File: src/rtl/stoi_pkg.sv
// Shared types, character codes and helpers for the string-to-integer parser.
`default_nettype none

package stoi_pkg;

  // Saturation limit of the consumed-character count and the output field ceiling
  localparam int unsigned OFFSET_LIMIT_DEFAULT = 32'd65535;
  localparam logic [15:0] END_OFFSET_MAX       = 16'hFFFF;

  // Configuration register indexes
  localparam logic CFG_NUMBER_BASE = 1'b0;
  localparam logic CFG_SIGNED_MODE = 1'b1;

  // Radix codes
  localparam logic [4:0] BASE_AUTO = 5'd0;
  localparam logic [4:0] BASE_OCT  = 5'd8;
  localparam logic [4:0] BASE_DEC  = 5'd10;
  localparam logic [4:0] BASE_HEX  = 5'd16;

  // Character codes
  localparam logic [7:0] CH_MINUS = 8'h2D;
  localparam logic [7:0] CH_0     = 8'h30;
  localparam logic [7:0] CH_7     = 8'h37;
  localparam logic [7:0] CH_9     = 8'h39;
  localparam logic [7:0] CH_UA    = 8'h41;
  localparam logic [7:0] CH_UF    = 8'h46;
  localparam logic [7:0] CH_UX    = 8'h58;
  localparam logic [7:0] CH_LA    = 8'h61;
  localparam logic [7:0] CH_LF    = 8'h66;
  localparam logic [7:0] CH_LX    = 8'h78;

  // Value returned for a byte that is no hex digit
  localparam logic [4:0] NOT_DIGIT = 5'd16;

  typedef enum logic [2:0] {
    PH_SIGN,
    PH_FIRST,
    PH_ZERO,
    PH_X,
    PH_DIGITS,
    PH_DONE
  } phase_t;

  typedef struct packed {
    logic [7:0] character;
    logic       last_char;
  } char_word_t;

  typedef struct packed {
    logic [63:0] value;
    logic [15:0] end_offset;
  } result_word_t;

  function automatic logic [4:0] digit_value(input logic [7:0] c);
    logic [7:0] d;
    begin
      d = 8'd16;
      if (c >= CH_0 && c <= CH_9) begin
        d = c - CH_0;
      end else if (c >= CH_LA && c <= CH_LF) begin
        d = c - CH_LA + 8'd10;
      end else if (c >= CH_UA && c <= CH_UF) begin
        d = c - CH_UA + 8'd10;
      end
      return d[4:0];
    end
  endfunction

endpackage

`default_nettype wire

File: src/rtl/string_to_integer_parser.sv
// Top level of the string-to-integer parser: character stage, result stage, output register.
`default_nettype none

// Parses one string, delivered one byte per word on the char channel, into a
// 64-bit integer in the manner of strtol/strtoul. The word flagged last_char
// closes the string and yields one result word: the value as a raw two's
// complement pattern and the number of characters consumed (optional minus,
// prefix and digits), saturating at OFFSET_LIMIT and at 65535. Other words
// yield nothing. Whitespace and plus are not skipped. With number_base 0 the
// radix is taken from the prefix (0x hex, 0 octal, else decimal); with 16 the
// 0x prefix is skipped. The block takes one character per clock cycle, but a
// closing character waits while the result stage is full and cannot pass its
// result on. The character stage's phase and accumulator update (one 64-bit
// by 5-bit multiply-add) is combinational. After its closing byte is accepted
// into the input register, a result moves into the result stage, then into
// the output register that drives result_valid. All three stages hold a word
// each, so input continues while a result waits for result_ready. number_base
// is latched at the first character after the optional minus; signed_mode is
// applied in the result stage. Write configuration only while no string is
// in flight.
// There is no clearing pass after reset.
module string_to_integer_parser
  import stoi_pkg::*;
#(
  parameter int unsigned OFFSET_LIMIT = OFFSET_LIMIT_DEFAULT
) (
  input  wire logic         clk,
  input  wire logic         rst,
  // character channel
  input  wire logic         char_valid,
  output logic              char_ready,
  input  wire char_word_t   char_word,
  // result channel
  output logic              result_valid,
  input  wire logic         result_ready,
  output result_word_t      result_word,
  // configuration write port
  input  wire logic         cfg_we,
  input  wire logic         cfg_index,
  input  wire logic [4:0]   cfg_data
);

  // Effective count ceiling: the output field cannot show more than 65535
  localparam logic [15:0] CNT_MAX =
    (OFFSET_LIMIT > 32'(END_OFFSET_MAX)) ? END_OFFSET_MAX : 16'(OFFSET_LIMIT);

  // Configuration registers
  logic [4:0] number_base;
  logic       signed_mode;

  // Input register
  logic       a_valid;
  char_word_t a_word;

  // Parse state, owned by the character stage
  phase_t      phase, phase_next;
  logic [63:0] accumulator, accumulator_next;
  logic        is_negative, is_negative_next;
  logic [15:0] consumed_count, consumed_count_next;
  logic [4:0]  active_base, active_base_next;

  // Result stage: raw accumulator, sign and count of a closed string
  logic        b_valid;
  logic [63:0] b_accumulator;
  logic        b_negative;
  logic [15:0] b_count;

  // Handshake between stages
  logic c_ready, b_ready, a_advance, b_advance;

  assign c_ready    = !result_valid || result_ready;
  assign b_ready    = !b_valid || c_ready;
  assign b_advance  = b_valid && c_ready;
  // A non-final character never waits; the final one needs room in the result stage
  assign a_advance  = a_valid && (!a_word.last_char || b_ready);
  assign char_ready = !a_valid || a_advance;

  // Configuration writes
  always_ff @(posedge clk) begin
    if (rst) begin
      number_base <= BASE_AUTO;
      signed_mode <= 1'b1;
    end else if (cfg_we) begin
      unique case (cfg_index)
        CFG_NUMBER_BASE: number_base <= cfg_data;
        CFG_SIGNED_MODE: signed_mode <= cfg_data[0];
        default:         number_base <= number_base;
      endcase
    end
  end

  // Input register: load on accept, drop when the character stage consumes it
  always_ff @(posedge clk) begin
    if (rst) begin
      a_valid <= 1'b0;
    end else if (char_ready) begin
      a_valid <= char_valid;
    end
  end

  always_ff @(posedge clk) begin
    if (char_ready && char_valid) begin
      a_word <= char_word;
    end
  end

  // Character decode shared by next-state and datapath logic
  logic [7:0]  ch;
  logic [4:0]  dv;
  logic        is_minus, is_x, is_octal;
  logic        first_zero;
  logic [4:0]  first_base;
  logic [4:0]  feed_base;
  logic        feed_ok;
  logic [63:0] mac;
  logic [1:0]  cnt_add;
  logic [16:0] cnt_sum;

  assign ch         = a_word.character;
  assign dv         = digit_value(ch);
  assign is_minus   = (ch == CH_MINUS);
  assign is_x       = (ch == CH_LX) || (ch == CH_UX);
  assign is_octal   = (ch >= CH_0) && (ch <= CH_7);
  // A leading zero may open a prefix when the radix is automatic or hex
  assign first_zero = ((number_base == BASE_AUTO) || (number_base == BASE_HEX)) &&
                      (ch == CH_0);
  assign first_base = (number_base == BASE_AUTO) ? BASE_DEC : number_base;

  // Radix that the current character is weighed in
  always_comb begin
    unique case (phase)
      PH_SIGN, PH_FIRST: feed_base = first_base;
      PH_ZERO:           feed_base = (active_base == BASE_AUTO) ?
                                     (is_octal ? BASE_OCT : BASE_DEC) : active_base;
      PH_X:              feed_base = BASE_HEX;
      default:           feed_base = active_base;
    endcase
  end

  assign feed_ok = (dv < feed_base);
  assign mac     = accumulator * {59'd0, feed_base} + {59'd0, dv};

  // Next phase
  always_comb begin
    unique case (phase)
      PH_SIGN: begin
        if (is_minus) begin
          phase_next = PH_FIRST;
        end else if (first_zero) begin
          phase_next = PH_ZERO;
        end else begin
          phase_next = feed_ok ? PH_DIGITS : PH_DONE;
        end
      end
      PH_FIRST: begin
        if (first_zero) begin
          phase_next = PH_ZERO;
        end else begin
          phase_next = feed_ok ? PH_DIGITS : PH_DONE;
        end
      end
      PH_ZERO: begin
        if (is_x) begin
          phase_next = PH_X;
        end else begin
          phase_next = feed_ok ? PH_DIGITS : PH_DONE;
        end
      end
      PH_X, PH_DIGITS: phase_next = feed_ok ? PH_DIGITS : PH_DONE;
      default:         phase_next = PH_DONE;
    endcase
  end

  // Datapath updates per phase
  always_comb begin
    accumulator_next = accumulator;
    active_base_next = active_base;
    is_negative_next = is_negative;
    cnt_add          = 2'd0;
    unique case (phase)
      PH_SIGN, PH_FIRST: begin
        if ((phase == PH_SIGN) && is_minus) begin
          is_negative_next = 1'b1;
          cnt_add          = 2'd1;
        end else if (first_zero) begin
          active_base_next = number_base;
          cnt_add          = 2'd1;
        end else begin
          active_base_next = first_base;
          if (feed_ok) begin
            accumulator_next = mac;
            cnt_add          = 2'd1;
          end
        end
      end
      PH_ZERO: begin
        if (!is_x) begin
          active_base_next = feed_base;
          if (feed_ok) begin
            accumulator_next = mac;
            cnt_add          = 2'd1;
          end
        end
      end
      PH_X: begin
        // The x and the first hex digit are consumed together
        if (feed_ok) begin
          active_base_next = BASE_HEX;
          accumulator_next = mac;
          cnt_add          = 2'd2;
        end
      end
      PH_DIGITS: begin
        if (feed_ok) begin
          accumulator_next = mac;
          cnt_add          = 2'd1;
        end
      end
      default: begin
        accumulator_next = accumulator;
      end
    endcase
  end

  // Saturating count; the stored count never exceeds the ceiling
  assign cnt_sum             = {1'b0, consumed_count} + {15'd0, cnt_add};
  assign consumed_count_next = (cnt_sum > {1'b0, CNT_MAX}) ? CNT_MAX : cnt_sum[15:0];

  // Parse state: advance per character, clear after the final one
  always_ff @(posedge clk) begin
    if (rst) begin
      phase          <= PH_SIGN;
      accumulator    <= '0;
      is_negative    <= 1'b0;
      consumed_count <= '0;
      active_base    <= BASE_AUTO;
    end else if (a_advance) begin
      if (a_word.last_char) begin
        phase          <= PH_SIGN;
        accumulator    <= '0;
        is_negative    <= 1'b0;
        consumed_count <= '0;
        active_base    <= BASE_AUTO;
      end else begin
        phase          <= phase_next;
        accumulator    <= accumulator_next;
        is_negative    <= is_negative_next;
        consumed_count <= consumed_count_next;
        active_base    <= active_base_next;
      end
    end
  end

  // Result stage: hold the closed string's raw figures
  always_ff @(posedge clk) begin
    if (rst) begin
      b_valid <= 1'b0;
    end else if (a_advance && a_word.last_char) begin
      b_valid <= 1'b1;
    end else if (b_advance) begin
      b_valid <= 1'b0;
    end
  end

  always_ff @(posedge clk) begin
    if (a_advance && a_word.last_char) begin
      b_accumulator <= accumulator_next;
      b_negative    <= is_negative_next;
      b_count       <= consumed_count_next;
    end
  end

  // Absolute value then optional negation collapses to one conditional negate
  logic        negate;
  logic [63:0] value_final;

  assign negate      = signed_mode && (b_accumulator[63] ^ b_negative);
  assign value_final = negate ? (64'd0 - b_accumulator) : b_accumulator;

  // Output register
  always_ff @(posedge clk) begin
    if (rst) begin
      result_valid <= 1'b0;
    end else if (c_ready) begin
      result_valid <= b_valid;
    end
  end

  always_ff @(posedge clk) begin
    if (b_advance) begin
      result_word.value      <= value_final;
      result_word.end_offset <= b_count;
    end
  end

endmodule

`default_nettype wire

File: config.mk
export PLATFORM = sky130hd
export DESIGN_NAME = string_to_integer_parser
export DESIGN_NICKNAME = d
export VERILOG_FILES = /design/src/rtl/stoi_pkg.sv /design/src/rtl/string_to_integer_parser.sv
export SDC_FILE = /design/constraint.sdc
export NUM_CORES = 1
export LEC_CHECK = 0
export BUFFER_PORTS_ARGS = -buffer_cell sky130_fd_sc_hd__clkbuf_2
export CORE_UTILIZATION = 55
export DETAILED_ROUTE_END_ITERATION = 8
export GPL_TIMING_DRIVEN = 0
export PLACE_DENSITY = 0.75
export SLEW_MARGIN = 20
export SYNTH_ARGS = -nofsm -noshare
export SYNTH_HDL_FRONTEND = slang
export SYNTH_SLANG_ARGS = --single-unit
File: constraint.sdc
create_clock -name clk -period 9.4 [get_ports clk]
set_input_delay 0.94 -clock clk [delete_from_list [all_inputs] [get_ports clk]]
set_output_delay 0.94 -clock clk [all_outputs]
set_load 0.05 [all_outputs]
==> flow_summary.ini <==
[run_status]
status = finished, violations left
violations = DRC

[cts]
clk_path_buf_depth = 3
root_buffer = clkbuf_16
cts_tree = done
numCtsBuffers = 24
h-tree-depth = 1
worstSkewPairLatency_ps = 560
cts_resized = 0
cts_setup_buffers = 0
clkSinkCount = 268
clk_pin_slew_ps = 70
ctsHoldBuffers = 0

[pwr]
p_clk_frac = 0.397
combPwrFrac = 0.112
p_leak_nw = 11.0
sw_frac_of_total = 0.271
seq_power_share = 0.491
power_density_nw_per_um2 = 105
power.switching_mw = 0.712
ir_worst_vdd_mv = 0.130
power.internal_mw = 1.92

[routing]
wl_um = 65100
wl_per_cell_um = 20.4
drtIter0Drc = 1897
route.detailed.drc = 17
vias_per_cell = 5.91
firstDrtPassIters = 9
ant_nets = 0
dr_total_vias = 18900

[floorplanning]
rows = 74
core_um2 = 41100
die-area_um2 = 42700
initial_core_util = 0.560
fp.dieH_um = 207
num_io_pins = 102
dieWidth_um = 207

[placement]
gp_congestion = 0.993
placed_area_um2 = 24300
portBuffers = 101
dp.cells = 3153
dp_hpwl_um = 52700

[grt]
grt_util_all_layers = 0.308
grt_max_degree = 62
overflow = 0
antenna_found_initial = 0
grt_pass1_vias = 18300
grt_pass1_wl_um = 101000

[sta]
rsz0062_at_grt = no
fin_tns_setup_ps = 0
tightest_slew_ps = 1140
fmax_mhz = 125
drv_slew = 0
timing.max_slew.rel_slack = 0.238
holdWs_ps = 421
finalSetupViolCount = 0
finalHoldViolations = 0
clock_skew_ps = 35.3
fin_crit_ps = 7970
period_share = 0.848

[critical_path]
required_ps = 9820
end_kind = flop
path_max_fanout = 10
cp-start-kind = flop
worstPathArrival_ps = 8380
worstSetupPathType = reg -> reg

[cells_and_area]
antenna_cells = 0
syn_to_final_growth_pct = 9.17
final_nets = 2987
final_area_um2 = 25100
nFillCells = 3551
drive_above_1_share = 0.0732
multi_input_area_um2 = 14400
finalNonFillerCells = 3197
regArea_um2 = 7070

[logic_synthesis]
synth_nets = 2856
yosys.area.top_type = edfxtp_1
ys_seq_elements = 268
synth_top_area_frac = 0.222
synth_area_um2 = 23000
syn_area_per_cell_um2 = 9.15
netlist_instances = 2516
ys_top_cells_by_area = edfxtp_1, fa_1, dfxtp_1, ha_1, and2_1
synth_cell_types = 78
ys_seq_area_frac = 0.307
synth_flop_cell = edfxtp_1
synth_edf_count = 170
netlist_top_cells_count = inv_1, and2_1, nand2_1, fa_1, edfxtp_1
synth_most_common_cell = inv_1
ys_warn_count = 0
async_reset_ff_frac = 0

[hold_path]
hold_class = reg -> reg

[flow_run]
maxCapViolCount = 0
cells by family (layout without fill, tap and decap cells):
logic type / after synthesis / in the layout / share of synthesized area
AO/OA/AOI/OAI: 497 / 497 / 0.141
XOR/XNOR: 135 / 135 / 0.0513
adder cells (fa/ha/maj): 320 / 320 / 0.234
buffers and inverters: 420 / 569 / 0.0696
flip-flops: 268 / 268 / 0.307
multiplexers: 11 / 11 / 0.00505
AND/OR/NAND/NOR: 865 / 865 / 0.192
power groups by stage:
| stage | Clock (mW) | Sequential, mW | Combinational (mW) |
|---|---|---|---|
| final | 1.04 | 1.29 | 0.295 |
| after global placement | 0 | 1.32 | 0.281 |
| after detailed placement | 0 | 1.32 | 0.290 |
| after CTS | 1.05 | 1.29 | 0.291 |
| after floorplan | 0 | 1.33 | 0.156 |
| after global routing | 1.09 | 1.29 | 0.314 |
flip-flops by register name, indices dropped and copies added, names as in the netlist:
signal          count
b_accumulator      64
consumed_count     16
result_word        80
b_negative          1
phase               3
number_base         5
b_valid             1
signed_mode         1
active_base         5
ch                  8
is_negative         1
a_valid             1
result_valid        1
b_count            16
a_word              1
accumulator        64
worst paths after layout:
check / cells past startpoint / slack, ps / to / start
worst min-delay path: 0 / 420 / result_word[5] / b_count[5]
worst max register to register: 27 / 1430 / consumed_count[5] / ch[4]
worst min register to register: 0 / 420 / result_word[5] / b_count[5]
worst max-delay path: 27 / 1430 / consumed_count[5] / ch[4]
placed cells by master, fill, tap and decap left out, drive strengths merged, types with 6 or more instances in the layout:
cell type and count:
ha 136, nor2 152, clkinv 6, o211ai 17, o2111ai 6, or3 9
fa 184, o21a 11, a211oi 12, o22ai 7, and4 8, buf 25
nand4 22, clkbuf 222, and3 19, mux2i 6, dfxtp 98, edfxtp 170
xor2 53, nor2b 16, o31ai 22, a22o 26, inv 313, nand2b 13
or4 7, and2 265, nand2 256, nand3 30, o21bai 12, nor3 33
a21o 30, xnor2 82, a21oi 126, nor4 18, a31oi 19, a22oi 44
o21ai 117
worst max-delay path, stage by stage, from the launching register on:
cell,delay (ps)
edfxtp_1,480
nand4bb_1,270
o211ai_1,140
a21oi_1,190
a2bb2oi_2,660
buf_1,630
inv_1,160
ha_1,320
o2111ai_1,110
a31oi_1,270
a211o_1,330
clkbuf_1,450
buf_2,320
o21ai_0,210
ha_1,270
fa_1,440
and3_1,270
and3_1,220
and2_1,190
and3_1,190
clkbuf_1,160
and3_1,210
nand2_1,110
clkbuf_1,390
clkbuf_1,410
nand2_1,170
a22oi_1,190
nor2_1,60
stage by stage:
step	utilization	total power, mW	setup WS, ps
6_report	0.612	2.63	1430
5_1_grt	0.612	2.70	1120
4_1_cts	0.612	2.63	1670
3_5_place_dp	0.591	1.61	1760
3_3_place_gp	0.589	1.60	1370
2_1_floorplan	-	1.49	3380
metal layers:
| metal | global-route usage | routed length, um | up-vias |
|---|---|---|---|
| met4 | 0.0877 | 1670 | 0 |
| met5 | 0 | 0 | - |
| li1 | - | - | 8759 |
| met2 | 0.485 | 28900 | 799 |
| met3 | 0.0344 | 5680 | 95 |
| met1 | 0.447 | 28900 | 9231 |
final cells by class:
type                    instances  share of cell area
well taps                     532              0.0265
flip-flops and latches        268               0.281
multi-input cells            1828               0.572
repair buffers                105              0.0231
inverters                     306              0.0457
clock inverters                16             0.00752
clock buffers                  28              0.0261
plain buffers                 114              0.0181
No activity file was read; power rests on OpenSTA's default activity.
